**src/design/ttd_pkg.sv**
```systemverilog
`default_nettype none

package ttd_pkg;

	// Grid and tree limits.
	localparam int MAX_WIDE   = 64;
	localparam int MAX_TALL   = 64;
	localparam int MAX_LEVELS = 7;

	// Fixed field widths.
	localparam int LEAF_W     = 12;
	localparam int LIMIT_W    = 6;
	localparam int WINDOW_W   = 64;
	localparam int COUNT_W    = 6;
	localparam int CFG_DATA_W = 7;
	localparam int CFG_IDX_W  = 1;

	// Geometry widths.
	localparam int WIDE_W = $clog2(MAX_WIDE + 1);
	localparam int TALL_W = $clog2(MAX_TALL + 1);
	localparam int COL_W  = (MAX_WIDE > 1) ? $clog2(MAX_WIDE) : 1;
	localparam int ROW_W  = (MAX_TALL > 1) ? $clog2(MAX_TALL) : 1;
	localparam int PROD_W = WIDE_W + TALL_W;

	// Number of stored nodes for the largest grid.
	function automatic int node_count();
		int w;
		int h;
		int total;
		bit stop;
		w = MAX_WIDE;
		h = MAX_TALL;
		total = 0;
		stop = 1'b0;
		for (int l = 0; l < MAX_LEVELS; l++) begin
			if (!stop) begin
				total = total + w * h;
				if (w * h <= 1) begin
					stop = 1'b1;
				end
				w = (w + 1) >> 1;
				h = (h + 1) >> 1;
			end
		end
		return total;
	endfunction

	localparam int NODE_DEPTH = node_count();
	localparam int ADDR_W     = (NODE_DEPTH > 1) ? $clog2(NODE_DEPTH) : 1;
	localparam int LEVEL_W    = (MAX_LEVELS > 1) ? $clog2(MAX_LEVELS) : 1;
	localparam int LCOUNT_W   = $clog2(MAX_LEVELS + 1);

	// Reciprocal of the grid width, scaled by two to the leaf index width.
	localparam int RECIP_SHIFT = LEAF_W;
	localparam int RECIP_W     = LEAF_W + 1;

	// Length of the clear pass, which also recomputes the geometry.
	localparam int INIT_LEN_A = (NODE_DEPTH > RECIP_W) ? NODE_DEPTH : RECIP_W;
	localparam int INIT_LEN   = (INIT_LEN_A > MAX_LEVELS) ? INIT_LEN_A : MAX_LEVELS;
	localparam int INIT_W     = $clog2(INIT_LEN);

	// Node word and walk widths.
	localparam int LOW_W     = 6;
	localparam int NODE_W    = 2 * LOW_W;
	localparam int POS_W     = 7;
	localparam int STEP_BITS = 4;
	localparam int CONS_W    = $clog2(STEP_BITS + 1);
	localparam int MAX_COUNT = (1 << COUNT_W) - 1;

	localparam logic [LOW_W-1:0]  VALUE_UNKNOWN = '1;
	localparam logic [NODE_W-1:0] CLEAR_WORD    = {VALUE_UNKNOWN, {LOW_W{1'b0}}};

	localparam logic MODE_CLEAR  = 1'b0;
	localparam logic MODE_DECODE = 1'b1;

	localparam logic [CFG_IDX_W-1:0] REG_WIDE = 1'b0;
	localparam logic [CFG_IDX_W-1:0] REG_TALL = 1'b1;

	typedef struct packed {
		logic                mode;
		logic [LEAF_W-1:0]   leaf_index;
		logic [LIMIT_W-1:0]  limit;
		logic [WINDOW_W-1:0] bit_window;
	} item_t;

	typedef struct packed {
		logic               below_limit;
		logic [COUNT_W-1:0] bits_used;
	} result_t;

	typedef struct packed {
		logic [LOW_W-1:0] value;
		logic [LOW_W-1:0] low;
	} node_t;

	typedef struct packed {
		logic [WIDE_W-1:0]                  wide;
		logic [TALL_W-1:0]                  tall;
		logic [PROD_W-1:0]                  total;
		logic [RECIP_W-1:0]                 recip;
		logic [LCOUNT_W-1:0]                levels;
		logic [MAX_LEVELS-1:0][ADDR_W-1:0]  loff;
	} geom_t;

	typedef struct packed {
		logic              done;
		logic [CONS_W-1:0] consumed;
		logic [LOW_W-1:0]  low;
		logic [LOW_W-1:0]  value;
	} step_t;

	typedef enum logic [2:0] {
		ST_INIT,
		ST_IDLE,
		ST_DIVIDE,
		ST_SPLIT,
		ST_FETCH,
		ST_NODE
	} state_t;

endpackage

`default_nettype wire

```
**src/design/ttd_node_step.sv**
```systemverilog
`default_nettype none

module ttd_node_step (
	input  logic [ttd_pkg::LOW_W-1:0]     low,
	input  logic [ttd_pkg::LOW_W-1:0]     value,
	input  logic [ttd_pkg::LIMIT_W-1:0]   limit,
	input  logic [ttd_pkg::STEP_BITS-1:0] nibble,
	output ttd_pkg::step_t                step
);

	import ttd_pkg::*;

	logic [LOW_W-1:0]  bound;
	logic [LOW_W-1:0]  need;
	logic [CONS_W-1:0] tz;

	// The walk at a node stops at the node value or the limit, whichever is lower.
	assign bound = (value < LOW_W'(limit)) ? value : LOW_W'(limit);
	assign need  = bound - low;

	always_comb begin
		tz = CONS_W'(STEP_BITS);
		for (int i = STEP_BITS - 1; i >= 0; i--) begin
			if (nibble[i]) begin
				tz = CONS_W'(i);
			end
		end
	end

	always_comb begin
		step.done     = 1'b1;
		step.consumed = '0;
		step.low      = low;
		step.value    = value;
		if (low < bound) begin
			if (need <= LOW_W'(tz)) begin
				step.consumed = CONS_W'(need);
				step.low      = bound;
			end else if (tz != CONS_W'(STEP_BITS)) begin
				step.consumed = tz + CONS_W'(1);
				step.low      = low + LOW_W'(tz);
				step.value    = low + LOW_W'(tz);
			end else begin
				step.done     = 1'b0;
				step.consumed = CONS_W'(STEP_BITS);
				step.low      = low + LOW_W'(STEP_BITS);
			end
		end
	end

endmodule

`default_nettype wire

```
**config.mk**
```make
export PLATFORM = sky130hd
export DESIGN_NAME = ttd_node_step
export DESIGN_NICKNAME = d
export VERILOG_FILES = /design/src/design/ttd_pkg.sv /design/src/design/ttd_node_step.sv
export SDC_FILE = /design/constraint.sdc
export NUM_CORES = 1
export LEC_CHECK = 0
export ABC_AREA = 0
export BUFFER_PORTS_ARGS = -buffer_cell sky130_fd_sc_hd__buf_2
export CAP_MARGIN = 20
export CORE_ASPECT_RATIO = 0.5
export CORE_MARGIN = 2
export CORE_UTILIZATION = 30
export DETAILED_ROUTE_END_ITERATION = 7
export PLACE_DENSITY = 0.63
export REMOVE_ABC_BUFFERS = 1
export SLEW_MARGIN = 20
export SYNTH_ARGS = -nofsm -noshare
export SYNTH_HDL_FRONTEND = slang
export SYNTH_SLANG_ARGS = --single-unit
export TNS_END_PERCENT = 50
```
**constraint.sdc**
```tcl
create_clock -name vclk -period 7.92
set_input_delay 1.98 -clock vclk [all_inputs]
set_output_delay 1.98 -clock vclk [all_outputs]
set_load 0.01 [all_outputs]
```
* After elaboration in Yosys (flattened, before gate mapping) *
Index checks and enable logic that the tools add are counted.
W data, S select, Z words.

word-level totals
  bits of input ports = 22
  word-level logic and storage cells = 20
  output and inout bits = 16
  register bits after elaboration = 0

cells by class
  eq/ne operators = 1
  multiplexer cells = 12
  $lt $le $gt $ge = 3
  $add $sub $neg = 4

operator list
  operator               number
  $mux W6                3
  $mux W9                2
  $mux W16               1
  $lt A6 B6 Y1           2
  $mux W3                4
  $add A6 B3 Y6          1
  $add A6 B3 Y6 const B  1
  $le A6 B3 Y1           1
  $sub A6 B6 Y6          1
  $add A3 B1 Y3 const B  1
  $ne A3 B3 Y1 const B   1
  $mux W1                2

* Longest topological paths before layout *
Gate-level depths: netlist (run 1).

  depth after elaboration = 8
  mapped depth = 17
  mapped depth without buffers = 16

* Worst setup path before layout (run 1) *
No wires, ideal clock.

  path kind = in2out
  from = input limit[4] (netlist bit)
  to = output step[0] (netlist bit)
  required time = 5,940 ps
  path buffers = 0
  setup slack = 718 ps
  stages = 16
  arrival = 5,222 ps
  cells stage by stage = inv_1 > ha_1 > a21o_1 > a21oi_1 > o21ai_2 > mux2i_1 > ha_1 > inv_1 > fa_1 > ha_1 > nor2b_1 > o21ai_0 > a32oi_1 > a211o_1 > o211ai_4 > mux2_4

RTL lines
  what             line                RTL
  start, declared  ttd_node_step.sv:6  input logic [ttd_pkg::LIMIT_W-1:0] limit,
  end, declared    ttd_node_step.sv:8  output ttd_pkg::step_t step

==> results of run 1 <==
==> area by class of cell <==
type	instances	share of cell area
multi-input cells	133	0.755
well taps	54	0.0461
repair buffers	42	0.150
inverters	19	0.0486
==> cell families after synthesis <==
group,count (synthesis)
buf+inv,23
fa+ha+maj,22
mux,11
xor+xnor,8
compound gates,46
simple gates,46
==> stage by stage <==
step,cells,util
5_1_grt,248,0.382
2_1_floorplan,152,-
3_3_place_gp,246,0.373
3_5_place_dp,246,0.373
6_report,248,0.382
4_1_cts,246,0.373
==> worst min-delay path, cell delays in order <==
cell	delay, ns
sky130_fd_sc_hd__buf_2	0.10
sky130_fd_sc_hd__mux2_4	0.13
sky130_fd_sc_hd__buf_2	0.11
==> repair_timing <==
item,CTS,global route
hold buffers,0,0
buffers inserted,0,2
setup endpoints to repair,0,12
resized for setup,0,5
==> path summary, 6_finish.rpt <==
| kind | start | endpoint | depth (start not counted) |
|---|---|---|---|
| min | value[5] | step[5] | 3 |
| max | value[4] | step[2] | 18 |
==> Yosys cell counts, types with 2 or more instances <==
library cell / count / share of area
sky130_fd_sc_hd__ha_1: 20 / 0.21
sky130_fd_sc_hd__inv_1: 19 / 0.060
sky130_fd_sc_hd__nand2_1: 12 / 0.038
sky130_fd_sc_hd__nor2_1: 12 / 0.038
sky130_fd_sc_hd__a21oi_1: 8 / 0.034
sky130_fd_sc_hd__mux2i_1: 6 / 0.051
sky130_fd_sc_hd__xnor2_1: 5 / 0.037
sky130_fd_sc_hd__a21o_1: 4 / 0.025
sky130_fd_sc_hd__nand3_1: 4 / 0.017
sky130_fd_sc_hd__nand4_1: 4 / 0.021
sky130_fd_sc_hd__o211ai_1: 4 / 0.025
sky130_fd_sc_hd__o22ai_1: 4 / 0.021
sky130_fd_sc_hd__mux2_2: 3 / 0.028
sky130_fd_sc_hd__nor2b_1: 3 / 0.016
sky130_fd_sc_hd__o21ai_0: 3 / 0.013
sky130_fd_sc_hd__o221ai_1: 3 / 0.022
sky130_fd_sc_hd__a211o_1: 2 / 0.015
sky130_fd_sc_hd__a211oi_1: 2 / 0.013
sky130_fd_sc_hd__and2_1: 2 / 0.011
sky130_fd_sc_hd__and3_1: 2 / 0.011
sky130_fd_sc_hd__fa_1: 2 / 0.034
sky130_fd_sc_hd__mux2_4: 2 / 0.025
sky130_fd_sc_hd__nor3_1: 2 / 0.0084
sky130_fd_sc_hd__o21a_1: 2 / 0.013
==> power breakdown <==
part,leakage (nW),switching (W),total (W),internal [W]
sequential,0,0,0,0
combinational,0.736,0.000104,0.000178,0.0000747
clock,0,0,0,0
total,0.736,0.000104,0.000178,0.0000747
==> metal layers <==
| metal | GRT usage | wire (um) |
|---|---|---|
| met4 | 0.00245 | 0 |
| met3 | 0.00312 | 112 |
| met5 | 0 | 0 |
| met1 | 0.225 | 1700 |
| met2 | 0.249 | 1480 |
==> summary.md, run 1 <==
| Metric | Value |
|---|---|
| Max IR drop VDD | 0.0000278 V |
| Yosys cell types | 50 |
| Final-layout setup total negative slack | 0 ns |
| Detailed-route vias per instance | 5.16 |
| Adder-cell share of the synthesized area | 0.244 |
| List of cells traversed by the critical path | buf_2 -> ha_1 -> a21o_1 -> a21oi_2 -> o21ai_2 -> mux2i_2 -> ha_2 -> inv_1 -> fa_1 -> ha_1 -> nor2b_1 -> o21ai_0 -> a32oi_1 -> a211o_2 -> buf_4 -> o2111ai_2 -> a21bo_1 -> buf_2 |
| Multiplexer share of the synthesized area | 0.104 |
| Core outline area | 3840 um^2 |
| Cell area after synthesis | 1190 um^2 |
| Drt pass-1 iters | 4 |
| Clock buffer count | 0 |
| Area of all placed cells without fillers | 1470 um^2 |
| Path type of the worst min-delay path | primary input to output pin |
| Largest stage delay on the critical path | 0.46 ns |
| Top-level port count | 38 |
| Drt drc | 0 |
| Worst Setup Slack post-DPL | 0.171 ns |
| Number of design-rule violations left by the first detailed-router iteration | 136 |
| Area occupied by multi-input gates | 1110 um^2 |
| Nets | 240 |
| Final slew viol count | 0 |
| Most common cell after layout, fill and taps aside | sky130_fd_sc_hd__buf_2 |
| Startpoint-to-endpoint class of the critical path | primary input to output pin |
| Number of buffers added on ports | 38 |
| Critical Path RT | 5.94 ns |
| Fillcell total | 410 |
| Max-Cap Viols | 0 |
| Wire length of the first global-routing pass | 5650 um |
| Tcrit/Tclk final | 0.965 |
| Synth Warn # | 0 |
| Fraction of the mapped netlist area in compound gates | 0.307 |
| Area growth from synthesis to final layout | 23.5% |
| Pwr Total | 0.000178 W |
| CP top delay family | compound AO/OA/AOI/OAI gates |
| Synth Instances | 156 |
| Run status | completed |
| Final setup vio count | 0 |
| Crit Path Max Fanout | 7 |
| Dpl cell area | 1430 um^2 |
| Total length of routed wires | 3300 um |
| Number of placement rows | 16 |
| Leak | 0.736 nW |
| HPWL reported at the end of detailed placement | 2890 um |
| Total Die Area | 4510 um^2 |
| Number of sequential cells | 0 |
| Final critical delay including setup and external delays | 7.64 ns |
| Number of antenna repair diodes | 0 |
| Largest net degree at the start of global routing | 15 |
| Wire length per cell | 13.3 um |
| Final Wtd Congestion | 0.909 |
| Largest family of logic cells by synthesized area | compound AO/OA/AOI/OAI gates |
| Actual transition at the worst max-transition pin | 0.653 ns |
| Startpoint class of the critical path | primary input |
| Post-DRT Antenna Nets | 0 |
| Die extent in y | 48.5 um |
| Fraction of layout instances using a drive strength above 1 | 0.320 |
| Floorplan die width | 93.0 um |
| Worst setup EP type | output pin |
| Max Fclk | 131 MHz |
| Via total after detailed routing | 1,279 |
| Antenna violations before repair | 0 |
| WHS | 4.31 ns |
| Via count of the first global-routing pass | 1,253 |
| RSZ-0062 raised after global routing | false |
| Syn Area/Cell | 7.61 um^2 |
| Buf+Inv Stages, Crit Path | 4 |
| Post-synthesis share of cell area spent on xor and xnor gates | 0.0717 |
| WP data arrival | 5.66 ns |
| Overflow after GRT | 0 |
| Synth Area in Simple Gates | 0.190 |
| Least setup slack across all paths after layout | 0.281 ns |
| Starting Density | 0.309 |
| Register area | 0 um^2 |
| Tightest slew margin relative to the limit | 0.560 |
| Power density cells | 122 nW/um^2 |
| Max stage delay cell, worst path | sky130_fd_sc_hd__fa_1 |
| Commonest non-fill, non-tap cells in the layout | 38 x sky130_fd_sc_hd__buf_2, 19 x sky130_fd_sc_hd__inv_1, 19 x sky130_fd_sc_hd__ha_1 |
| Overall fraction of global-route tracks in use | 0.148 |
| Sequential fraction of the synthesis area | 0 |
| Final Hold Vio Count | 0 |
No activity file was read; power rests on OpenSTA's default activity.
==> run 2, diff against run 1 <==
==> constraint.sdc (replaced) <==
create_clock -name vclk -period 7.92
set_input_delay 0.792 -clock vclk [all_inputs]
set_output_delay 0.792 -clock vclk [all_outputs]
set_load 0.01 [all_outputs]
==> run 2 against run 1 <==
  * First-iteration DRC count fell by 3.7%
  * Largest power group unchanged
  * Combinational power fell by 3%
  * Core utilization fell by 1.1 points
  * Largest cell class unchanged
  * Count of clock-buffer cells in the layout did not move
  * Worst hold slack got worse by 2.4 ns
  * Die area did not move
  * Sequential share of layout area did not move
  * Critical path type unchanged
  * Global-route usage fell by 0.095 points
==> summary.md, run 2 (synthesized netlist as in run 1, its figures left out) <==
| Metric | Value |
|---|---|
| Wire length per cell | 13.6 um (was 13.3 um) |
| Drt drc | 0 (unchanged) |
| Clock buffer count | 0 (unchanged) |
| Via count of the first global-routing pass | 1,145 (was 1,253) |
| Detail Route met2 WL | 1490 um (was 1480 um) |
| Leak | 0.719 nW (was 0.736 nW) |
| Layout Utilization | 0.371 (was 0.382) |
| Number of hold-repair buffers added at the cts stage | 0 (unchanged) |
| Post-cts sizing count | 0 (unchanged) |
| Area growth from synthesis to final layout | 20.0% (was 23.5%) |
| Die extent in y | 48.5 um (unchanged) |
| Dpl cell area | 1430 um^2 (about the same) |
| Overflow after GRT | 0 (unchanged) |
| Antenna violations before repair | 0 (unchanged) |
| Run status | completed (unchanged) |
| Actual transition at the worst max-transition pin | 0.749 ns (was 0.653 ns) |
| Final critical delay including setup and external delays | 5.56 ns (was 7.64 ns) |
| Total Die Area | 4510 um^2 (unchanged) |
| Number of design-rule violations left by the first detailed-router iteration | 131 (was 136) |
| Startpoint-to-endpoint class of the critical path | primary input to output pin (unchanged) |
| Routed length on met1 | 1670 um (was 1700 um) |
| WHS | 1.93 ns (was 4.31 ns) |
| Path type of the worst min-delay path | primary input to output pin (unchanged) |
| Detailed-route vias per instance | 5.31 (was 5.16) |
| Total length of routed wires | 3330 um (was 3300 um) |
| Largest net degree at the start of global routing | 15 (unchanged) |
| Startpoint class of the critical path | primary input (unchanged) |
| Final-layout setup total negative slack | 0 ns (unchanged) |
| Number of placement rows | 16 (unchanged) |
| Drt pass-1 iters | 4 (unchanged) |
| Commonest non-fill, non-tap cells in the layout | 38 x sky130_fd_sc_hd__buf_2, 20 x sky130_fd_sc_hd__ha_1, 19 x sky130_fd_sc_hd__inv_1 (was 38 x sky130_fd_sc_hd__buf_2, 19 x sky130_fd_sc_hd__inv_1, 19 x sky130_fd_sc_hd__ha_1) |
| Wire length of the first global-routing pass | 5510 um (was 5650 um) |
| Max IR drop VDD | 0.0000277 V (was 0.0000278 V) |
| Max Fclk | 180 MHz (was 131 MHz) |
| Final Wtd Congestion | 0.866 (was 0.909) |
| Via total after detailed routing | 1,300 (was 1,279) |
| Core outline area | 3840 um^2 (unchanged) |
| Post-DRT Antenna Nets | 0 (unchanged) |
| Final setup vio count | 0 (unchanged) |
| Most common cell after layout, fill and taps aside | sky130_fd_sc_hd__buf_2 (unchanged) |
| Worst setup EP type | output pin (unchanged) |
| Number of sequential cells | 0 (unchanged) |
| Fraction of layout instances using a drive strength above 1 | 0.283 (was 0.320) |
| Crit Path Max Fanout | 12 (was 7) |
| Beginning of the worst hold path | value[0] (was value[5]) |
| Final Hold Vio Count | 0 (unchanged) |
| Tcrit/Tclk final | 0.702 (was 0.965) |
| WP data arrival | 4.76 ns (was 5.66 ns) |
| Nets | 237 (was 240) |
| Top routing layer used | met3 (unchanged) |
| Met3 wire length | 160 um (was 112 um) |
| Buffer count from post-CTS setup fixing | 0 (unchanged) |
| HPWL reported at the end of detailed placement | 2870 um (was 2890 um) |
| Starting Density | 0.309 (unchanged) |
| Overall fraction of global-route tracks in use | 0.147 (was 0.148) |
| Number of cells on the worst hold path | 3 (unchanged) |
| Area of all placed cells without fillers | 1430 um^2 (was 1470 um^2) |
| Max-Cap Viols | 0 (unchanged) |
| Critical Path RT | 7.13 ns (was 5.94 ns) |
| Top-level port count | 38 (unchanged) |
| Number of antenna repair diodes | 0 (unchanged) |
| Floorplan die width | 93.0 um (unchanged) |
| Pwr Total | 0.000173 W (was 0.000178 W) |
| Register area | 0 um^2 (unchanged) |
| Final slew viol count | 0 (unchanged) |
| Power density cells | 122 nW/um^2 (about the same) |
| Worst Hold End | step[0] (was step[5]) |
| RSZ-0062 raised after global routing | false (unchanged) |
| Tightest slew margin relative to the limit | 0.495 (was 0.560) |
| Number of buffers added on ports | 38 (unchanged) |
-- run 2: final cells by class --
class	count	area, um^2
fill	418	2420
inverter	19	71.3
tap	54	67.6
multi-input combinational	133	1090
timing repair buffer	39	198
-- run 2: stage by stage --
stage | worst slack [ns] | std cells
2_1_floorplan | 2.99 | 152
3_3_place_gp | 2.55 | 245
3_5_place_dp | 2.39 | 245
4_1_cts | 2.38 | 245
5_1_grt | 2.11 | 245
6_report | 2.36 | 245
-- run 2: layer usage --
layer,vias to the layer above,track usage
li1,656,-
met1,606,0.231
met2,38,0.242
met3,0,0
met4,0,0
met5,-,0
-- run 2: report_power, final --
group          total, W  switching (W)  internal (W)
logic          0.000173       0.000103     0.0000706
registers             0              0             0
clock network         0              0             0
total          0.000173       0.000103     0.0000706
-- run 2: worst max-delay path by stage --
| stage | start | endpoint | slack (ns) | depth (start not counted) |
|---|---|---|---|---|
| 2_1_floorplan | limit[4] | step[0] | 2.99 | 16 |
| 3_3_place_gp | value[5] | step[0] | 2.55 | 16 |
| 3_5_place_dp | limit[4] | step[0] | 2.39 | 17 |
| 4_1_cts | limit[4] | step[0] | 2.38 | 17 |
| 5_1_grt | limit[4] | step[0] | 2.11 | 17 |
| 6_report | limit[4] | step[0] | 2.36 | 17 |
-- run 2: critical path: stages --
cell	delay, ns
sky130_fd_sc_hd__buf_2	0.08
sky130_fd_sc_hd__inv_1	0.05
sky130_fd_sc_hd__ha_1	0.30
sky130_fd_sc_hd__o2111ai_1	0.13
sky130_fd_sc_hd__o21ai_2	0.33
sky130_fd_sc_hd__mux2i_1	0.33
sky130_fd_sc_hd__ha_1	0.22
sky130_fd_sc_hd__inv_1	0.06
sky130_fd_sc_hd__fa_1	0.47
sky130_fd_sc_hd__ha_1	0.30
sky130_fd_sc_hd__nor2b_1	0.13
sky130_fd_sc_hd__o21ai_0	0.15
sky130_fd_sc_hd__a32oi_1	0.11
sky130_fd_sc_hd__a211o_1	0.47
sky130_fd_sc_hd__o211ai_4	0.37
sky130_fd_sc_hd__mux2_4	0.33
sky130_fd_sc_hd__buf_2	0.14
==> run 3, diff against run 2 <==
PLACE_DENSITY = 0.65   (was 0.63)
clock period = 5.11 ns   (was 7.92 ns; I/O delays follow)
==> run 3 against run 2 <==
  * Sequential share of layout area did not move
  * Worst hold slack got worse by 0.56 ns
  * Non-clock buffer count did not move
  * Largest cell class unchanged
==> summary.md, run 3 (synthesized netlist as in run 1, its figures left out) <==
| Metric | Value |
|---|---|
| Total length of routed wires | 3280 um (was 3330 um) |
| Detailed-route vias per instance | 5.18 (was 5.31) |
| Most common cell after layout, fill and taps aside | sky130_fd_sc_hd__buf_2 (unchanged) |
| Max-Cap Viols | 0 (unchanged) |
| Overall fraction of global-route tracks in use | 0.144 (was 0.147) |
| Number of antenna repair diodes | 0 (unchanged) |
| Cell Count Post-Placement | 245 (unchanged) |
| Largest stage delay on the critical path | 0.47 ns (about the same) |
| Crit Path Max Fanout | 12 (unchanged) |
| Run status | completed (unchanged) |
| Most utilized layer in the global route result | met1 (was met2) |
| Total Die Area | 4510 um^2 (unchanged) |
| Core outline area | 3840 um^2 (unchanged) |
| WHS | 1.37 ns (was 1.93 ns) |
| Top-level port count | 38 (unchanged) |
| Actual transition at the worst max-transition pin | 0.714 ns (was 0.749 ns) |
| Tightest slew margin relative to the limit | 0.524 (was 0.495) |
| Max stage delay cell, worst path | sky130_fd_sc_hd__fa_1 (unchanged) |
| Number of hold-repair buffers added at the cts stage | 0 (unchanged) |
| Beginning of the worst hold path | value[2] (was value[0]) |
| Final setup vio count | 0 (unchanged) |
| Final critical delay including setup and external delays | 4.83 ns |
| Dpl cell area | 1430 um^2 (unchanged) |
| Critical Path RT | 4.60 ns (was 7.13 ns) |
| Worst setup EP type | output pin (unchanged) |
| Max Fclk | 207 MHz |
| Final Wtd Congestion | 0.883 (was 0.866) |
| Pwr Total | 0.000267 W (was 0.000173 W) |
| Startpoint class of the critical path | primary input (unchanged) |
| Max IR drop VDD | 0.0000415 V (was 0.0000277 V) |
| Register area | 0 um^2 (unchanged) |
| Leak | 0.718 nW (was 0.719 nW) |
| Final Hold Vio Count | 0 (unchanged) |
| Area growth from synthesis to final layout | 20.4% (was 20.0%) |
| List of cells traversed by the critical path | buf_2 -> inv_1 -> ha_1 -> o2111ai_1 -> o21ai_2 -> mux2i_2 -> ha_1 -> inv_1 -> fa_1 -> ha_1 -> nor2b_1 -> o21ai_0 -> a32oi_1 -> a211o_2 -> o211ai_4 -> mux2_4 -> buf_2 (was buf_2 -> inv_1 -> ha_1 -> o2111ai_1 -> o21ai_2 -> mux2i_1 -> ha_1 -> inv_1 -> fa_1 -> ha_1 -> nor2b_1 -> o21ai_0 -> a32oi_1 -> a211o_1 -> o211ai_4 -> mux2_4 -> buf_2) |
| Final Instance Count excl. Fillers | 245 (unchanged) |
| Met3 Usage GRT | 0.00467 (was 0) |
| Path type of the worst min-delay path | primary input to output pin (unchanged) |
| Overflow after GRT | 0 (unchanged) |
| Starting Density | 0.309 (unchanged) |
| Wire length per cell | 13.4 um (was 13.6 um) |
| Number of placement rows | 16 (unchanged) |
| Clock buffer count | 0 (unchanged) |
| Number of cells on the worst hold path | 3 (unchanged) |
| Buf+Inv Stages, Crit Path | 4 (unchanged) |
| Final slew viol count | 0 (unchanged) |
| WP data arrival | 4.32 ns (was 4.76 ns) |
| CP dominant cell by count | sky130_fd_sc_hd__ha_1 (unchanged) |
| Fillcell total | 410 (was 418) |
| Via count of the first global-routing pass | 1,170 (was 1,145) |
| Commonest non-fill, non-tap cells in the layout | 38 x sky130_fd_sc_hd__buf_2, 20 x sky130_fd_sc_hd__ha_1, 19 x sky130_fd_sc_hd__inv_1 (unchanged) |
| Power density cells | 187 nW/um^2 (was 122 nW/um^2) |
| Worst Hold End | step[2] (was step[0]) |
| Met2 capacity usage during global routing | 0.225 (was 0.242) |
| Wire length of the first global-routing pass | 5500 um (was 5510 um) |
| Floorplan die width | 93.0 um (unchanged) |
| Die extent in y | 48.5 um (unchanged) |
| CP top delay family | compound AO/OA/AOI/OAI gates (unchanged) |
| GR met1 Demand/Resource | 0.234 (was 0.231) |
| HPWL reported at the end of detailed placement | 2790 um (was 2870 um) |
| Drt pass-1 iters | 4 (unchanged) |
| Number of buffers added on ports | 38 (unchanged) |
| Nets | 237 (unchanged) |
| Area occupied by multi-input gates | 1090 um^2 (about the same) |
| Fraction of layout instances using a drive strength above 1 | 0.293 (was 0.283) |
| Area of all placed cells without fillers | 1430 um^2 (about the same) |
| Number of design-rule violations left by the first detailed-router iteration | 144 (was 131) |
| RSZ-0062 raised after global routing | true (was false) |
| Via total after detailed routing | 1,269 (was 1,300) |
| Largest net degree at the start of global routing | 13 (was 15) |
| Startpoint-to-endpoint class of the critical path | primary input to output pin (unchanged) |
| Drt drc | 0 (unchanged) |
| Antenna violations before repair | 0 (unchanged) |
| Tcrit/Tclk final | 0.945 |
| Post-DRT Antenna Nets | 0 (unchanged) |
| Number of sequential cells | 0 (unchanged) |
## run 3: cell count changes in the layout (fill, tap and decap cells not counted)
cell / change
sky130_fd_sc_hd__a211o_2: +1
sky130_fd_sc_hd__mux2i_2: +1
sky130_fd_sc_hd__mux2i_1: -1
sky130_fd_sc_hd__a211o_1: -1
## run 3: layout make-up
class,count,share of cell area
multi-input cells,133,0.765
well taps,54,0.0472
repair buffers,39,0.138
inverters,19,0.0499
## run 3: stage by stage
stage | TNS, ns | utilization | setup slack, ns
floorplan | 0 | - | 0.739
global placement | 0 | 0.371 | 0.263
global route | -0.0159 | 0.372 | -0.00838
CTS | 0 | 0.371 | 0.183
finish | 0 | 0.372 | 0.282
detailed placement | 0 | 0.371 | 0.199
## run 3: worst max-delay path by stage
stage	start	to	slack (ns)	cells past startpoint
after floorplan	limit[4]	step[0]	0.74	16
after global routing	limit[4]	step[0]	-0.008	17
after CTS	value[4]	step[0]	0.18	17
final	limit[4]	step[5]	0.28	17
after global placement	value[4]	step[0]	0.26	17
after detailed placement	value[4]	step[0]	0.20	17
## run 3: metal layers
layer | routed length [um] | vias to the layer above
met5 | 0 | -
met4 | 0 | 0
met3 | 164 | 0
met2 | 1390 | 33
met1 | 1720 | 583
li1 | - | 653
## run 3: what timing repair did
action / 4_1_cts / 5_1_grt
setup buffers: 0 / 0
resized for setup: 0 / 2
setup endpoints to repair: 0 / 7
## run 3: where the power goes
group | internal (W) | switching, W | total (W)
Combinational | 0.000109 | 0.000158 | 0.000267
Clock | 0 | 0 | 0
Sequential | 0 | 0 | 0
Total | 0.000109 | 0.000158 | 0.000267
