## src/design/ttd_pkg.sv

```systemverilog
`default_nettype none

package ttd_pkg;

	// Grid and tree limits.
	localparam int MAX_WIDE   = 64;
	localparam int MAX_TALL   = 64;
	localparam int MAX_LEVELS = 7;

	// Fixed field widths.
	localparam int LEAF_W     = 12;
	localparam int LIMIT_W    = 6;
	localparam int WINDOW_W   = 64;
	localparam int COUNT_W    = 6;
	localparam int CFG_DATA_W = 7;
	localparam int CFG_IDX_W  = 1;

	// Geometry widths.
	localparam int WIDE_W = $clog2(MAX_WIDE + 1);
	localparam int TALL_W = $clog2(MAX_TALL + 1);
	localparam int COL_W  = (MAX_WIDE > 1) ? $clog2(MAX_WIDE) : 1;
	localparam int ROW_W  = (MAX_TALL > 1) ? $clog2(MAX_TALL) : 1;
	localparam int PROD_W = WIDE_W + TALL_W;

	// Number of stored nodes for the largest grid.
	function automatic int node_count();
		int w;
		int h;
		int total;
		bit stop;
		w = MAX_WIDE;
		h = MAX_TALL;
		total = 0;
		stop = 1'b0;
		for (int l = 0; l < MAX_LEVELS; l++) begin
			if (!stop) begin
				total = total + w * h;
				if (w * h <= 1) begin
					stop = 1'b1;
				end
				w = (w + 1) >> 1;
				h = (h + 1) >> 1;
			end
		end
		return total;
	endfunction

	localparam int NODE_DEPTH = node_count();
	localparam int ADDR_W     = (NODE_DEPTH > 1) ? $clog2(NODE_DEPTH) : 1;
	localparam int LEVEL_W    = (MAX_LEVELS > 1) ? $clog2(MAX_LEVELS) : 1;
	localparam int LCOUNT_W   = $clog2(MAX_LEVELS + 1);

	// Reciprocal of the grid width, scaled by two to the leaf index width.
	localparam int RECIP_SHIFT = LEAF_W;
	localparam int RECIP_W     = LEAF_W + 1;

	// Length of the clear pass, which also recomputes the geometry.
	localparam int INIT_LEN_A = (NODE_DEPTH > RECIP_W) ? NODE_DEPTH : RECIP_W;
	localparam int INIT_LEN   = (INIT_LEN_A > MAX_LEVELS) ? INIT_LEN_A : MAX_LEVELS;
	localparam int INIT_W     = $clog2(INIT_LEN);

	// Node word and walk widths.
	localparam int LOW_W     = 6;
	localparam int NODE_W    = 2 * LOW_W;
	localparam int POS_W     = 7;
	localparam int STEP_BITS = 4;
	localparam int CONS_W    = $clog2(STEP_BITS + 1);
	localparam int MAX_COUNT = (1 << COUNT_W) - 1;

	localparam logic [LOW_W-1:0]  VALUE_UNKNOWN = '1;
	localparam logic [NODE_W-1:0] CLEAR_WORD    = {VALUE_UNKNOWN, {LOW_W{1'b0}}};

	localparam logic MODE_CLEAR  = 1'b0;
	localparam logic MODE_DECODE = 1'b1;

	localparam logic [CFG_IDX_W-1:0] REG_WIDE = 1'b0;
	localparam logic [CFG_IDX_W-1:0] REG_TALL = 1'b1;

	typedef struct packed {
		logic                mode;
		logic [LEAF_W-1:0]   leaf_index;
		logic [LIMIT_W-1:0]  limit;
		logic [WINDOW_W-1:0] bit_window;
	} item_t;

	typedef struct packed {
		logic               below_limit;
		logic [COUNT_W-1:0] bits_used;
	} result_t;

	typedef struct packed {
		logic [LOW_W-1:0] value;
		logic [LOW_W-1:0] low;
	} node_t;

	typedef struct packed {
		logic [WIDE_W-1:0]                  wide;
		logic [TALL_W-1:0]                  tall;
		logic [PROD_W-1:0]                  total;
		logic [RECIP_W-1:0]                 recip;
		logic [LCOUNT_W-1:0]                levels;
		logic [MAX_LEVELS-1:0][ADDR_W-1:0]  loff;
	} geom_t;

	typedef struct packed {
		logic              done;
		logic [CONS_W-1:0] consumed;
		logic [LOW_W-1:0]  low;
		logic [LOW_W-1:0]  value;
	} step_t;

	typedef enum logic [2:0] {
		ST_INIT,
		ST_IDLE,
		ST_DIVIDE,
		ST_SPLIT,
		ST_FETCH,
		ST_NODE
	} state_t;

endpackage

`default_nettype wire

```

## src/design/ttd_geometry.sv

```systemverilog
`default_nettype none

module ttd_geometry (
	input  logic                             clk,
	input  logic                             arst_n,
	input  logic                             cfg_we,
	input  logic [ttd_pkg::CFG_IDX_W-1:0]    cfg_index,
	input  logic [ttd_pkg::CFG_DATA_W-1:0]   cfg_data,
	input  logic                             step_en,
	input  logic [ttd_pkg::INIT_W-1:0]       step_idx,
	output ttd_pkg::geom_t                   geom
);

	import ttd_pkg::*;

	logic [WIDE_W-1:0]   wide_q, wide_in;
	logic [TALL_W-1:0]   tall_q, tall_in;
	logic [PROD_W-1:0]   total_q;
	logic [RECIP_W-1:0]  recip_q;
	logic [WIDE_W-1:0]   rem_q, rem_cur, rem_next;
	logic [WIDE_W:0]     trial;
	logic                qbit;
	logic [LCOUNT_W-1:0] levels_q;
	logic [MAX_LEVELS-1:0][ADDR_W-1:0] loff_q;
	logic [ADDR_W:0]     acc_q, acc_cur;
	logic                found_q, found_cur;
	logic [LEVEL_W-1:0]  lvl;
	logic [WIDE_W-1:0]   lw_c;
	logic [TALL_W-1:0]   lh_c;
	logic [PROD_W-1:0]   prod_c;
	logic                first_step;

	// Out-of-range dimensions are clamped into 1..maximum.
	always_comb begin
		if (cfg_data == '0) begin
			wide_in = WIDE_W'(1);
			tall_in = TALL_W'(1);
		end else begin
			wide_in = (int'(cfg_data) > MAX_WIDE) ? WIDE_W'(MAX_WIDE) : WIDE_W'(cfg_data);
			tall_in = (int'(cfg_data) > MAX_TALL) ? TALL_W'(MAX_TALL) : TALL_W'(cfg_data);
		end
	end

	always_ff @(posedge clk or negedge arst_n) begin
		if (!arst_n) begin
			wide_q <= WIDE_W'(1);
			tall_q <= TALL_W'(1);
		end else if (cfg_we) begin
			unique case (cfg_index)
				REG_WIDE: wide_q <= wide_in;
				REG_TALL: tall_q <= tall_in;
			endcase
		end
	end

	always_ff @(posedge clk) begin
		total_q <= PROD_W'(wide_q) * PROD_W'(tall_q);
	end

	assign first_step = (step_idx == '0);

	// Per-level dimensions and running node offset, one level per step.
	assign lvl       = step_idx[LEVEL_W-1:0];
	assign lw_c      = ((wide_q - WIDE_W'(1)) >> lvl) + WIDE_W'(1);
	assign lh_c      = ((tall_q - TALL_W'(1)) >> lvl) + TALL_W'(1);
	assign prod_c    = PROD_W'(lw_c) * PROD_W'(lh_c);
	assign acc_cur   = first_step ? '0 : acc_q;
	assign found_cur = first_step ? 1'b0 : found_q;

	always_ff @(posedge clk) begin
		if (step_en && (step_idx < INIT_W'(MAX_LEVELS))) begin
			loff_q[lvl] <= acc_cur[ADDR_W-1:0];
			acc_q       <= acc_cur + (ADDR_W+1)'(prod_c);
			if (!found_cur && (prod_c <= PROD_W'(1))) begin
				levels_q <= LCOUNT_W'(lvl) + LCOUNT_W'(1);
				found_q  <= 1'b1;
			end else begin
				if (first_step) begin
					levels_q <= LCOUNT_W'(MAX_LEVELS);
				end
				found_q  <= found_cur;
			end
		end
	end

	// Restoring division of the scale constant by the width, one quotient bit per step.
	assign rem_cur = first_step ? '0 : rem_q;
	assign trial   = {rem_cur, first_step};
	assign qbit    = (trial >= {1'b0, wide_q});
	assign rem_next = qbit ? WIDE_W'(trial - {1'b0, wide_q}) : trial[WIDE_W-1:0];

	always_ff @(posedge clk) begin
		if (step_en && (step_idx < INIT_W'(RECIP_W))) begin
			rem_q   <= rem_next;
			recip_q <= {recip_q[RECIP_W-2:0], qbit};
		end
	end

	always_comb begin
		geom.wide   = wide_q;
		geom.tall   = tall_q;
		geom.total  = total_q;
		geom.recip  = recip_q;
		geom.levels = levels_q;
		geom.loff   = loff_q;
	end

endmodule

`default_nettype wire

```

## config.mk

```make
export PLATFORM = sky130hd
export DESIGN_NAME = ttd_geometry
export DESIGN_NICKNAME = d
export VERILOG_FILES = /design/src/design/ttd_pkg.sv /design/src/design/ttd_geometry.sv
export SDC_FILE = /design/constraint.sdc
export NUM_CORES = 1
export LEC_CHECK = 0
export BUFFER_PORTS_ARGS = -buffer_cell sky130_fd_sc_hd__buf_2
export CAP_MARGIN = 0
export CORE_MARGIN = 4
export CORE_UTILIZATION = 40
export CTS_BUF_LIST = sky130_fd_sc_hd__clkbuf_8
export CTS_CLUSTER_DIAMETER = 50
export DETAILED_ROUTE_END_ITERATION = 10
export PLACE_DENSITY = 0.71
export SYNTH_ARGS = -nofsm -noshare
export SYNTH_HDL_FRONTEND = slang
export SYNTH_SLANG_ARGS = --single-unit
```

## constraint.sdc

```tcl
create_clock -name clk -period 9.7 [get_ports clk]
set_input_delay 1.455 -clock clk [delete_from_list [all_inputs] [get_ports clk]]
set_output_delay 1.455 -clock clk [all_outputs]
set_load 0.01 [all_outputs]
```

## Word level (Yosys, flattened, before mapping)

Index checks and enable logic that the tools add are counted.

- Muxes and demuxes: 11
- $lt $le $gt $ge: 7
- Reductions and logical operators: 11
- Multiply operators: 2
- Div/mod/pow operators: 0
- Shifts and indexed selects: 2
- Equality and inequality tests: 0
- $add $sub $neg: 7
- Bitwise logic cells: 1

Operator list:

| operator | number |
|---|---|
| $bwmux W91 | 1 |
| $demux W13 S3 | 1 |
| $mul A7 B7 Y14 | 2 |
| $mux W7 | 4 |
| $add A14 B14 Y14 | 1 |
| $add A7 B1 Y7 const B | 2 |
| $le A14 B1 Y1 const B | 1 |
| $mux W14 | 1 |
| $shr A7 B3 Y7 | 2 |
| $sub A7 B1 Y7 const B | 2 |
| $logic_not A13 Y1 | 1 |
| $lt A13 B3 Y1 const B | 1 |
| $lt A13 B4 Y1 const B | 1 |
| $mux W13 | 1 |
| $ge A8 B7 Y1 | 1 |
| $gt A7 B7 Y1 const B | 1 |
| $logic_not A7 Y1 | 1 |
| $sub A7 B7 Y7 | 1 |
| $mux W3 | 2 |
| $reduce_and A2 Y1 | 3 |
| $logic_and A1 B1 Y1 | 4 |
| $lt A3 B4 Y1 const B | 1 |
| $add A3 B1 Y3 const B | 1 |
| $ge A3 B1 Y1 const B | 1 |
| 4 further kinds | 4 |

- Output and inout port bits: 135
- Latch bits: 0
- ROM bits: 0
- Memories: 0
- Memory bits (writable): 0
- Flip-flop bits (word level): 157
- Word-level logic and storage cells: 56

## Depth between registers and ports, before layout

Gate-level depths: netlist of the first run.

- Word-level depth: 8
- Mapped depth: 33
- Mapped depth without buffers: 32

## Worst setup path before layout of the first run

No wires, ideal clock.

- Path kind: input port to flip-flop
- Start: input port step_idx[0] in the netlist's numbering
- End: register levels_q[0] (enable)
- Required time: 9.397 ns
- Slack: 0.639 ns
- Library setup time: 0.303 ns
- Stages on the path: 27
- Arrival: 8.758 ns
- Cell sequence: clkbuf_1 clkbuf_1 buf_1 mux2i_1 a21oi_1 a22oi_1 ha_1 nand2_1 a2111oi_4 xnor2_1 or3_1 fa_1 fa_1 inv_1 fa_1 inv_1 fa_1 inv_1 ha_1 o21a_1 o31a_1 a21oi_1 a2111o_1 or4_1 or4_1 nor3_1 o21a_1

- Cells in the longest elaborated chain, start to end: 7
- Elaborated cells on any way between the ends: 14
- Those cells by class: add/sub: 2; mul: 1; order compare: 2; shift: 2; mux: 1; reduce/logical: 6

RTL lines:

| element | line | RTL |
|---|---|---|
| from (decl) | ttd_geometry.sv:10 | `input logic [ttd_pkg::INIT_W-1:0] step_idx,` |
| $shr A7 B3 Y7 (on tied branches) | ttd_geometry.sv:64, ttd_geometry.sv:65 |  |
| $add A7 B1 Y7 (on tied branches) | ttd_geometry.sv:64, ttd_geometry.sv:65 |  |
| $mul A7 B7 Y14 | ttd_geometry.sv:66 | `assign prod_c = PROD_W'(lw_c) * PROD_W'(lh_c);` |
| $le A14 B1 Y1 | ttd_geometry.sv:74 | `if (!found_cur && (prod_c <= PROD_W'(1))) begin` |
| $logic_and A1 B1 Y1 | ttd_geometry.sv:74 |  |
| $reduce_bool A2 Y1 (no line) | n/a |  |
| $reduce_and A2 Y1 (no line) (*) | n/a |  |
| to (signal assigned) | ttd_geometry.sv:75 | `levels_q <= LCOUNT_W'(lvl) + LCOUNT_W'(1);` |
| to (signal assigned) | ttd_geometry.sv:79 | `levels_q <= LCOUNT_W'(MAX_LEVELS);` |
| to (decl) | ttd_geometry.sv:23 | `logic [LCOUNT_W-1:0] levels_q;` |

Mark *: on every way between the ends. The rest lies on a longest branch, timed or not.
A chain may end at the register's enable or synchronous reset.

## Worst setup path after layout of the first run

- Start: register tall_q[1]
- End: register levels_q[2] (enable)

- Cells in the longest elaborated chain, start to end: 8

RTL lines:

| element | line | RTL |
|---|---|---|
| from (decl) | ttd_geometry.sv:17 | `logic [TALL_W-1:0] tall_q, tall_in;` |
| from (signal assigned) | ttd_geometry.sv:51 | `REG_TALL: tall_q <= tall_in;` |
| $sub A7 B1 Y7 | ttd_geometry.sv:65 | `assign lh_c = ((tall_q - TALL_W'(1)) >> lvl) + TALL_W'(1);` |
| $shr A7 B3 Y7 | ttd_geometry.sv:65 |  |
| $add A7 B1 Y7 | ttd_geometry.sv:65 |  |
| $mul A7 B7 Y14 | ttd_geometry.sv:66 |  |
| $le A14 B1 Y1 | ttd_geometry.sv:74 |  |
| $logic_and A1 B1 Y1 | ttd_geometry.sv:74 |  |
| $reduce_bool A2 Y1 (no line) | n/a |  |
| $reduce_and A2 Y1 (no line) | n/a |  |

No other way between the ends.

==> summary by stage, run 1 <==
Clocking
The clock-pin slew on the worst setup and hold paths is 0.11 ns. After clock tree synthesis, the repair step resized 0 gates. In this run the clock root is driven by a clkbuf_8. The tree built by TritonCTS fans out to 156 sinks. For this design, the CTS-stage hold fixing added 0 buffers.

TritonCTS built the clock tree. The H-tree was split into 4 levels. The clock latency on the worst-skew pair is 0.46 ns.

The number of buffers created by CTS is 17. Counting along the longest clock path gives a buffer depth of 2. In this run the post-CTS setup repair buffer count came out at 0.

Yosys
Of all cell types, the one taking the most synthesized area is edfxtp_1. For this run, asynchronously set or reset flops after synthesis account for 0.0897. Of the post-synthesis cell area, the dominant cell type holds 0.389. For this run, the leading register cell type out of synthesis is edfxtp_1. After synthesis, the cell types taking the most area are edfxtp_1, ha_1, fa_1, xnor2_1, dfrtp_1. The mean instance size in the synthesized netlist is 11.1 µm². Synthesis inferred 156 register bits.

Counting distinct cell types in the post-synthesis netlist gives 65. The count of flip-flops with a built-in enable after synthesis is 128. Synthesis handed over a netlist of 889 instances. The cell area after synthesis is 9890 µm². When the netlist entered floorplanning its net count stood at 1053. The synthesis warning total is 0. For this run, the register share of the synthesized area comes to 0.453.

Timing
The number of pins exceeding their max-slew limit in the final report is 0. The worst pin sits at a relative slew slack of 0.209. The portion of the clock cycle consumed by the worst path in the final layout is 0.910. On the final layout, the worst clock skew is 0.0193 ns. Static timing analysis puts the maximum clock frequency at 113 MHz. The total of endpoints with negative setup slack in the final report is 0. The slew at the pin closest to its max-slew limit is 1.18 ns. Setup repair after global routing left no endpoint under its margin. The number of hold-slack violations in the final timing report is 0. The clock period minus worst slack is 8.83 ns. Setup total negative slack on the finished layout was measured at 0 ns.

Cells and area
The area added between synthesis and finish is 16.3%. Of the cells placed in the final design, the portion with a size suffix greater than 1 is 0.219. After filler insertion, the fill cell instance count of the layout stands at 2211.

Across the whole layout, storage elements account for 4480 µm². The core occupancy in the finished layout is 0.473. The area taken by multi-input logic gates is 5020 µm². The post-layout net count is 1218.

Floorplanning
The effective utilization at floorplan is 0.407. From bottom edge to top edge, the die measures 165 µm. The die is 165 µm wide. Pin placement for this block handled 160 I/O pins. The initialized floorplan defines 57 standard-cell rows. The die outline area is 27300 µm². The area of the core is 24300 µm².

Power and ir drop
The design draws 2.00 mW. The internal portion of the total power is 1.28 mW. Of the total power, combinational logic draws 0.367. IR analysis of the VDD net gives a maximum drop of 0.0000969 V. Of the total power, the clock network draws 0.238. In this run the static leakage power is 5.04 nW. The power per standard cell area is 174 nW/µm². The power share of the sequential group is 0.396. Of the total power, the share spent switching nets is 0.361. The switching power is 723 µW.

Global route
The via count of the first global-routing pass is 6691. Summed over all layers, the global routing overflow is 0. The number of antenna violations at the first check in global routing is 0. The pin count of the biggest net entering global routing is 27. In the global route stage, overall resource usage came out at 0.155. The first global-routing pass estimated 33800 µm of wire.

Min path
The worst hold path belongs to the class reg -> reg.

Setup path
Among all stages on the critical path, the largest delay is contributed by fa_1. The worst path required time is 9.86 ns. The worst setup path is launched from a flip-flop. The data arrival time of the critical path is 8.99 ns.

Grouping stages by cell kind, the critical path spends the most delay in adder cells. Of all nets on the critical path, the largest fanout is 12. The startpoint-to-endpoint class of the critical path is reg -> reg. Together, buffers and inverters on the worst path number 6.

For this run, the slowest stage of the critical path takes 0.54 ns. The worst setup path is captured at a flip-flop.

Run
The max-cap violation count is 0.

Drt
The routed length per placed instance is 14.9 µm. The total iterations of the first detailed-routing run is 5. The number of vias per cell is 5.06. The remaining antenna violation count is 0.

The detailed router placed 7050 vias in this run. The final layout contains routed wiring with a total length of 20800 µm. The number of DRC markers in iteration 0 is 490. The DRC violation count after routing is 0.

Place
Routability-driven placement finished with a final weighted congestion of 0.865. Summed over all nets, the half-perimeter wirelength after detailed placement is 15400 µm. The number of port buffers is 159.

Status
The flow ran to the end, and the final reports show no timing, DRC or antenna violations.
cells in the mapped netlist (3+ instances only):
library cell	count
a2111oi_0	3
a211oi_1	10
a21o_1	13
a21oi_1	40
a31oi_1	4
a41oi_1	3
and2_1	27
clkbuf_1	26
dfrtp_1	12
dfxtp_1	14
edfxtp_1	128
fa_1	50
ha_1	89
inv_1	78
mux2_2	7
mux2i_1	5
nand2_1	77
nand2b_1	10
nand3_1	10
nand4_1	5
nor2_1	80
nor2b_1	13
nor3_1	16
nor3b_1	3
nor4_1	3
o2111ai_1	3
o211ai_1	6
o21a_1	8
o21ai_0	30
o22ai_1	3
o2bb2ai_1	3
o31ai_1	7
or2_2	8
or3_1	5
or4_1	5
xnor2_1	39
xor2_1	10
kinds of logic after synthesis:
group	share of synthesized area
xor+xnor	0.0434
fa+ha+maj	0.214
mux	0.0130
compound gates	0.103
buf+inv	0.0423
flops	0.453
simple gates	0.132
placed cells by master, fill, tap and decap left out, types with 12 or more instances in the layout:
cell type  instances
nand2_1           77
inv_1             78
and2_1            27
xnor2_1           39
dfrtp_1           12
fa_1              50
clkbuf_8          17
buf_4             16
nor2b_1           13
a21oi_1           40
buf_2            159
dfxtp_1           14
o21ai_0           30
nor3_1            13
ha_1              89
nor2_1            80
a21o_1            13
edfxtp_1         128
stage by stage:
| stage | setup slack (ns) | hold WS [ns] | cells | area, µm² |
|---|---|---|---|---|
| final | 0.870 | 0.449 | 1392 | 11500 |
| after global routing | 0.359 | 0.469 | 1391 | 11500 |
| after CTS | 0.867 | 0.453 | 1391 | 11500 |
| after detailed placement | 0.513 | 0.430 | 1359 | 11100 |
| after global placement | 0.711 | 0.427 | 1359 | 11100 |
| after floorplan | 0.639 | 0.499 | 889 | 9890 |
final cells by class:
type,count,area share
antenna,1,0.000218
clock buffer,17,0.0203
clock inverter,15,0.0127
inverter,80,0.0261
multi-input combinational,624,0.437
sequential,156,0.389
tap,324,0.0352
timing repair buffer,175,0.0796
power groups by stage:
stage	clock, mW	combinational [mW]	sequential, mW
global placement	0	0.722	0.808
CTS	0.486	0.741	0.793
detailed placement	0	0.730	0.808
finish	0.476	0.735	0.793
global route	0.522	0.840	0.797
floorplan	0	0.580	0.800
layer usage:
layer  GRT usage  wire, µm  up-vias
li1            -         -     3457
met1       0.211      9330     3354
met2       0.258      9790      222
met3      0.0293      1440       17
met4      0.0363       206        0
met5           0         0        -
flip-flops by register name, summed over array words and instances, names as in the netlist:
register,flops
acc_q,13
found_q,1
geom,91
levels_q,3
recip_q,13
rem_q,7
tall_q,7
total_q,14
wide_q,7
path summary, 6_finish.rpt:
kind,from,to,cells past startpoint,slack (ns)
hold reg to reg,recip_q[10]$_DFFE_PP_,recip_q[11]$_DFFE_PP_,0,0.45
min in group asynchronous,arst_n,wide_q[6]$_DFFE_PN0P_,1,0.87
hold / removal,recip_q[10]$_DFFE_PP_,recip_q[11]$_DFFE_PP_,0,0.45
setup / recovery,tall_q[1]$_DFFE_PN0P_,levels_q[2]$_SDFFCE_PN1P_,30,0.87
setup reg to reg,tall_q[1]$_DFFE_PN0P_,levels_q[2]$_SDFFCE_PN1P_,30,0.87
max in group asynchronous,arst_n,wide_q[0]$_DFFE_PN1P_,1,8.53
Note: power is estimated with default switching activity, not from simulation.
==> run 2: changes to the inputs <==
Settings changed: CORE_UTILIZATION 40 to 59, PLACE_DENSITY 0.71 to 0.94.
==> run 2 against run 1 <==
Net effect: wire length is 9.2% higher; sequential share of layout area is 0.26 points higher; cell count is 7.5% lower; clock power is 13% higher; design area is 0.66% lower; largest power group is now combinational cells; sequential cell count stayed put; clock skew is 0.0027 ns lower; core utilization is 22 points higher; clock-buffer cell count stayed put.
==> summary by stage, run 2 (same netlist as run 1, synthesis figures left out) <==
Min path
The path with the worst hold slack has its endpoint at recip_q[2]$_DFFE_PP_. The tightest min-delay check is of the reg -> reg type. The hold path depth is 0 (unchanged). The startpoint of the most critical hold path is recip_q[1]$_DFFE_PP_.

Setup path
The nature of the critical path startpoint is a flip-flop. The endpoint kind of the worst setup timing path is a flip-flop. The worst-case reg-to-reg path depth is 28 (-6.7%). The data arrival time of the critical path was 9.35 ns (+0.36 ns). The startpoint identified for the worst register-to-register timing path is tall_q[0]$_DFFE_PN1P_. The critical path is of the reg -> reg type. The cell with the largest stage delay on the worst path is nor3_1.

The flop-to-flop setup slack was 0.52 ns (-0.35 ns). The maximum single-stage delay on the critical path is 0.56 ns (+0.02 ns). The worst path required time is 9.87 ns (about the same). The maximum fanout encountered on the critical timing path is 11 (-1).

The worst register-to-register path ends at levels_q[0]$_SDFFCE_PN1P_.

Clocking
The hold buffer count at cts is 0 (unchanged). The clock latency on the worst-skew pair is 0.47 ns (about the same). The number of sinks driven by the clock tree came to 156 (unchanged). The number of buffers on the longest clock path is 2 (unchanged). The post-CTS repair timing setup buffer count came to 0 (unchanged). The count of H-tree levels built during CTS is 4 (unchanged).

TritonCTS built the clock tree. The clock-pin slew on the worst setup and hold paths is 0.09 ns (-0.02 ns). The number of buffers created by CTS was 17 (unchanged).

The buffer cell driving the clock tree root is clkbuf_8. The total of cells resized after clock tree synthesis is 0 (unchanged).

Drt
The overall routed net length is 22700 µm (+9.2%). The number of vias per cell is 5.82 (+15%). The routed wire length on met2 is 11300 µm (+15%). The routed length on met3 is 1930 µm (+33%). The DRC violation count after routing is 0 (unchanged). The routed length per placed instance is 17.6 µm (+18%).

The routed via count is 7490 (+6.2%). The top routing layer in use is met4. The number of DRC markers in iteration 0 is 690 (+41%).

The remaining antenna violation count was 0 (unchanged). The total iterations of the first detailed-routing run is 7 (+2). The routed length on met1 is 8850 µm (-5.2%).

Cells and area
The diode insertion count for antenna repair is 0 (-1). The flip-flop count of the largest register, all copies and words added is 91 (unchanged). The leading cell type in the layout, fill and taps excluded is buf_2. The core occupancy in the finished layout is 0.692 (+0.219).

The post-layout instance area is 11400 µm² (-0.66%). The fraction of layout cells with a size suffix above 1 was 0.219 (unchanged). Leaving out fill and tap cells, the most frequent cells in the layout are buf_2, edfxtp_1, ha_1. The area added between synthesis and finish is 15.5%.

The number of non-filler instances in the completed layout is 1287 (-7.5%). The post-layout net count is 1218 (unchanged).

Global route
The global-route wire length before repair is 36200 µm (+7.2%). The total global routing overflow is 0 (unchanged). The pin count of the biggest net entering global routing is 28 (+3.7%). The aggregate global-route resource usage came to 0.247 (+0.0915). The number of antenna violations at the first check in global routing came to 0 (unchanged).

The via count of the first global-routing pass is 7241 (+8.2%).

Power and ir drop
The total leakage power is 5.07 nW (+0.56%). The total chip power is 2.13 mW (+6.5%). The peak ir drop on the vdd network came to 0.000100 V (+3.3%).

The power per standard cell area is 187 nW/µm² (+7.2%).

Floorplanning
The height of the die was 137 µm (-17%). The placement row count came to 47 (-18%). The effective utilization at floorplan is 0.598 (+0.192). The I/O pin count is 160 (unchanged). The area of the core is 16500 µm² (-32%). The die outline area is 18900 µm² (-31%).

The horizontal die dimension is 137 µm (-17%).

Status
The flow ran to the end, and the final reports show no timing, DRC or antenna violations.

Timing
The final total negative setup slack was 0 ns (unchanged). The number of pins exceeding their max-slew limit in the final report came to 0 (unchanged). The number of hold-slack violations in the final timing report came to 0 (unchanged). The tightest slew margin relative to the limit came to 0.180 (-0.0287).

The slew at the pin closest to its max-slew limit was 1.23 ns (+0.0456 ns). Setup repair after global routing left no endpoint under its margin. The total of endpoints with negative setup slack in the final report came to 0 (unchanged). The worst hold margin was 0.448 ns (-0.000842 ns).

The maximum clock frequency was 109 MHz (-3.8%). The maximum clock skew at final layout is 0.0165 ns (-0.00275 ns). The portion of the clock cycle consumed by the worst path in the final layout is 0.946 (+0.0361). The clock period minus worst slack is 9.18 ns (+0.350 ns). The worst setup margin is 0.520 ns (-0.350 ns).

Place
The worst slack after detailed placement came to 0.299 ns (-0.213 ns). The number of port buffers was 159 (unchanged). The placement-stage cell area is 11000 µm² (-1.2%).

The number of cells in the design after placement is 1255 (-7.7%). The half-perimeter wire length of the detailed placement result came to 16800 µm (+9.1%). The last weighted congestion value of the routability-driven placer is 0.887 (+2.5%).

Run
The max-cap violation count is 0 (unchanged).
[run 2: cell types whose count changed in the layout (fill, tap and decap cells not counted), sizes merged]
cell and delta:
diode -1, inv -1, bufinv +3, clkinv -2
[run 2: how the worst max path moves through the flow]
stage	startpoint	to	slack [ns]
2_1_floorplan	step_idx[0]	levels_q[0]$_SDFFCE_PN1P_	0.64
3_3_place_gp	step_idx[0]	levels_q[1]$_SDFFCE_PN1P_	0.54
3_5_place_dp	step_idx[0]	levels_q[2]$_SDFFCE_PN1P_	0.30
4_1_cts	tall_q[0]$_DFFE_PN1P_	levels_q[0]$_SDFFCE_PN1P_	0.61
5_1_grt	tall_q[1]$_DFFE_PN0P_	levels_q[0]$_SDFFCE_PN1P_	0.10
6_report	tall_q[0]$_DFFE_PN1P_	levels_q[0]$_SDFFCE_PN1P_	0.52
[run 2: cell type report]
class	count	area, µm²
Fill cell	1108	5100
Multi-Input combinational cell	624	5020
Sequential cell	156	4480
Timing Repair Buffer	175	916
Inverter	80	300
Tap cell	220	275
Clock buffer	17	234
Clock inverter	15	203
[run 2: critical path, delay by kind of cell (launching register included)]
family          cells  cell delay [ns]
compound gates      9             2.11
simple gates        7             2.77
flops               1             0.45
xor+xnor            1             0.13
fa+ha+maj           7             3.02
buf+inv             4             0.38
[run 2: power breakdown]
| part | internal, mW | switching [mW] | total (mW) |
|---|---|---|---|
| sequential | 0.764 | 0.0289 | 0.793 |
| combinational | 0.330 | 0.471 | 0.801 |
| clock | 0.265 | 0.275 | 0.540 |
[run 2: metal layers]
layer / vias up / GRT usage
li1: 3463 / -
met1: 3592 / 0.306
met2: 376 / 0.425
met3: 59 / 0.0475
met4: 0 / 0.100
met5: - / 0
==> run 3: changes to the inputs <==
Settings changed: BUFFER_PORTS_ARGS -buffer_cell sky130_fd_sc_hd__buf_2 to -buffer_cell sky130_fd_sc_hd__clkbuf_2, GPL_ROUTABILITY_DRIVEN set to 0.
==> run 3 against run 2 <==
Net effect: cell count shrank 0.23%; first-iteration DRC count shrank 4.9%; clock-buffer cell count is the same; core utilization shrank 0.39 points; setup slack gained 0.23 ns; largest power group is now registers.
==> summary by stage, run 3 (same netlist as run 1, synthesis figures left out) <==
Timing
The maximum clock frequency is 112 MHz (+2.6%). The clock period minus worst slack is 8.95 ns (-0.228 ns). The total of endpoints with negative setup slack in the final report came to 0 (unchanged). The number of pins exceeding their max-slew limit in the final report is 0 (unchanged). The tightest slew margin relative to the limit is 0.166 (-0.0141). The portion of the clock cycle consumed by the worst path in the final layout came to 0.923 (-0.0236). The slew at the pin closest to its max-slew limit is 1.24 ns (+0.0183 ns).

The final total negative setup slack was 0 ns (unchanged). The maximum clock skew at final layout is 0.0286 ns (+0.0121 ns). The number of hold-slack violations in the final timing report is 0 (unchanged). Setup repair after global routing left no endpoint under its margin.

The worst setup margin was 0.749 ns (+0.228 ns). The worst hold margin is 0.447 ns (-0.000494 ns).

Floorplanning
The horizontal die dimension is 137 µm (unchanged). The placement row count is 47 (unchanged). The I/O pin count was 160 (unchanged). The effective utilization at floorplan is 0.598 (unchanged). The height of the die is 137 µm (unchanged). The area of the core came to 16500 µm² (unchanged). The die outline area is 18900 µm² (unchanged).

Setup path
The startpoint-to-endpoint class of the critical path is reg -> reg. The worst-case reg-to-reg path depth came to 29 (+3.6%). The critical path buffer and inverter count was 5 (+1).

The worst setup path is captured at a flip-flop. The family with the most delay on the worst path is adder cells. The cell with the largest stage delay on the worst path is fa_1.

The worst path required time is 9.89 ns (+0.02 ns). The maximum single-stage delay on the critical path is 0.55 ns (about the same). The maximum fanout encountered on the critical timing path is 12 (+1).

The flop-to-flop setup slack is 0.75 ns (+0.23 ns). The nature of the critical path startpoint is a flip-flop. The end of the worst register-to-register path is levels_q[1]$_SDFFCE_PN1P_. The launching point of the worst reg2reg path is tall_q[1]$_DFFE_PN0P_. The data arrival time of the critical path is 9.14 ns (-0.21 ns).

The count of cell instances traversed by the critical path was 29 (+3.6%).

Global route
The via count of the first global-routing pass is 7375 (+1.9%). The global-route wire length before repair was 37400 µm (+3.2%). The number of antenna violations at the first check in global routing is 0 (unchanged). The aggregate global-route resource usage is 0.256 (+0.00915). The total global routing overflow is 0 (unchanged). The pin count of the biggest net entering global routing is 27 (-3.6%).

Clocking
The number of buffers on the longest clock path is 2 (unchanged). The tree is rooted in a clkbuf_8. The number of buffers created by CTS was 17 (unchanged).

The total of cells resized after clock tree synthesis came to 0 (unchanged). The clock latency on the worst-skew pair was 0.49 ns (+0.02 ns). The number of sinks driven by the clock tree is 156 (unchanged). The clock-pin slew on the worst setup and hold paths was 0.09 ns (about the same). The hold buffer count at cts came to 0 (unchanged). TritonCTS built the clock tree. The post-CTS repair timing setup buffer count is 0 (unchanged). The count of H-tree levels built during CTS came to 4 (unchanged).

Cells and area
The post-layout instance area was 11400 µm² (-0.56%). The sequential cell area in the final layout came to 4480 µm² (unchanged). In the layout the commonest cells are clkbuf_2, edfxtp_1, ha_1. The fraction of layout cells with a size suffix above 1 is 0.217 (-0.00220).

The area taken by multi-input logic gates is 5020 µm² (unchanged). The leading cell type in the layout, fill and taps excluded is clkbuf_2. The diode insertion count for antenna repair was 0 (unchanged). The flip-flop count of the largest register, all copies and words added was 91 (unchanged). The filler cell count in the final layout is 1123 (+1.4%).

The post-layout net count is 1215 (-0.25%). From synthesis to final layout, the design area changed by 14.9%.

Status
The run finished with clean final reports.

Min path
The hold path depth came to 0 (unchanged). The worst hold path begins at recip_q[3]$_DFFE_PP_. The tightest min-delay check is of the reg -> reg type. The hold path endpoint is recip_q[4]$_DFFE_PP_.

Place
The worst slack after detailed placement is 0.520 ns (+0.221 ns). The half-perimeter wire length of the detailed placement result is 17100 µm (+1.6%). The placement-stage cell area came to 11000 µm² (-0.20%). The number of port buffers is 159 (unchanged).

Drt
The routed via count is 7554 (+0.85%). The overall routed net length was 23500 µm (+3.4%). The total iterations of the first detailed-routing run was 6 (-1).

The remaining antenna violation count is 0 (unchanged). The number of DRC markers in iteration 0 came to 656 (-4.9%). The number of vias per cell is 5.88 (+1.1%).

The DRC violation count after routing was 0 (unchanged). The routed length per placed instance was 18.3 µm (+3.6%).

Power and ir drop
The peak ir drop on the vdd network is 0.000117 V (+17%). The power per standard cell area is 183 nW/µm² (-1.8%). The total chip power is 2.08 mW (-2.4%).

The total leakage power is 5.06 nW (-0.24%).

Run
The max-cap violation count came to 0 (unchanged).
==> run 3: worst reg2reg max path, delay by kind of cell, from the launching register on <==
family	cells	cell delay, ns
buf+inv	5	0.54
fa+ha+maj	7	2.98
compound gates	9	2.05
simple gates	7	2.45
flops	1	0.52
xor+xnor	1	0.14
==> run 3: layout make-up <==
cell class | instances | area share
clock inverter | 15 | 0.0142
clock buffer | 17 | 0.0206
tap | 220 | 0.0242
multi-input combinational | 624 | 0.442
inverter | 80 | 0.0264
timing repair buffer | 172 | 0.0786
sequential | 156 | 0.394
==> run 3: routing by layer <==
layer	routed length, µm	GRT usage	up-vias
li1	-	-	3451
met1	8890	0.316	3581
met2	11600	0.444	448
met3	2220	0.0530	74
met4	763	0.0937	0
met5	0	0	-
==> run 3: report_power, final <==
part | switching (mW) | internal (mW) | leakage [nW] | total (mW)
logic | 0.457 | 0.328 | 3.40 | 0.785
clock network | 0.269 | 0.234 | 0.207 | 0.503
registers | 0.0310 | 0.764 | 1.45 | 0.795
total | 0.757 | 1.33 | 5.06 | 2.08
==> run 3: metrics by stage <==
step | std cells | util
2_1_floorplan | 889 | -
3_3_place_gp | 1252 | 0.664
3_5_place_dp | 1252 | 0.664
4_1_cts | 1284 | 0.688
5_1_grt | 1284 | 0.688
6_report | 1284 | 0.688
==> run 3: worst max path at each step <==
stage	start	end	slack, ns
after floorplan	step_idx[0]	levels_q[0]$_SDFFCE_PN1P_	0.64
after global placement	step_idx[0]	levels_q[1]$_SDFFCE_PN1P_	0.76
after detailed placement	step_idx[0]	levels_q[0]$_SDFFCE_PN1P_	0.52
after CTS	tall_q[1]$_DFFE_PN0P_	levels_q[1]$_SDFFCE_PN1P_	0.80
after global routing	tall_q[1]$_DFFE_PN0P_	levels_q[0]$_SDFFCE_PN1P_	0.20
final	tall_q[1]$_DFFE_PN0P_	levels_q[1]$_SDFFCE_PN1P_	0.75
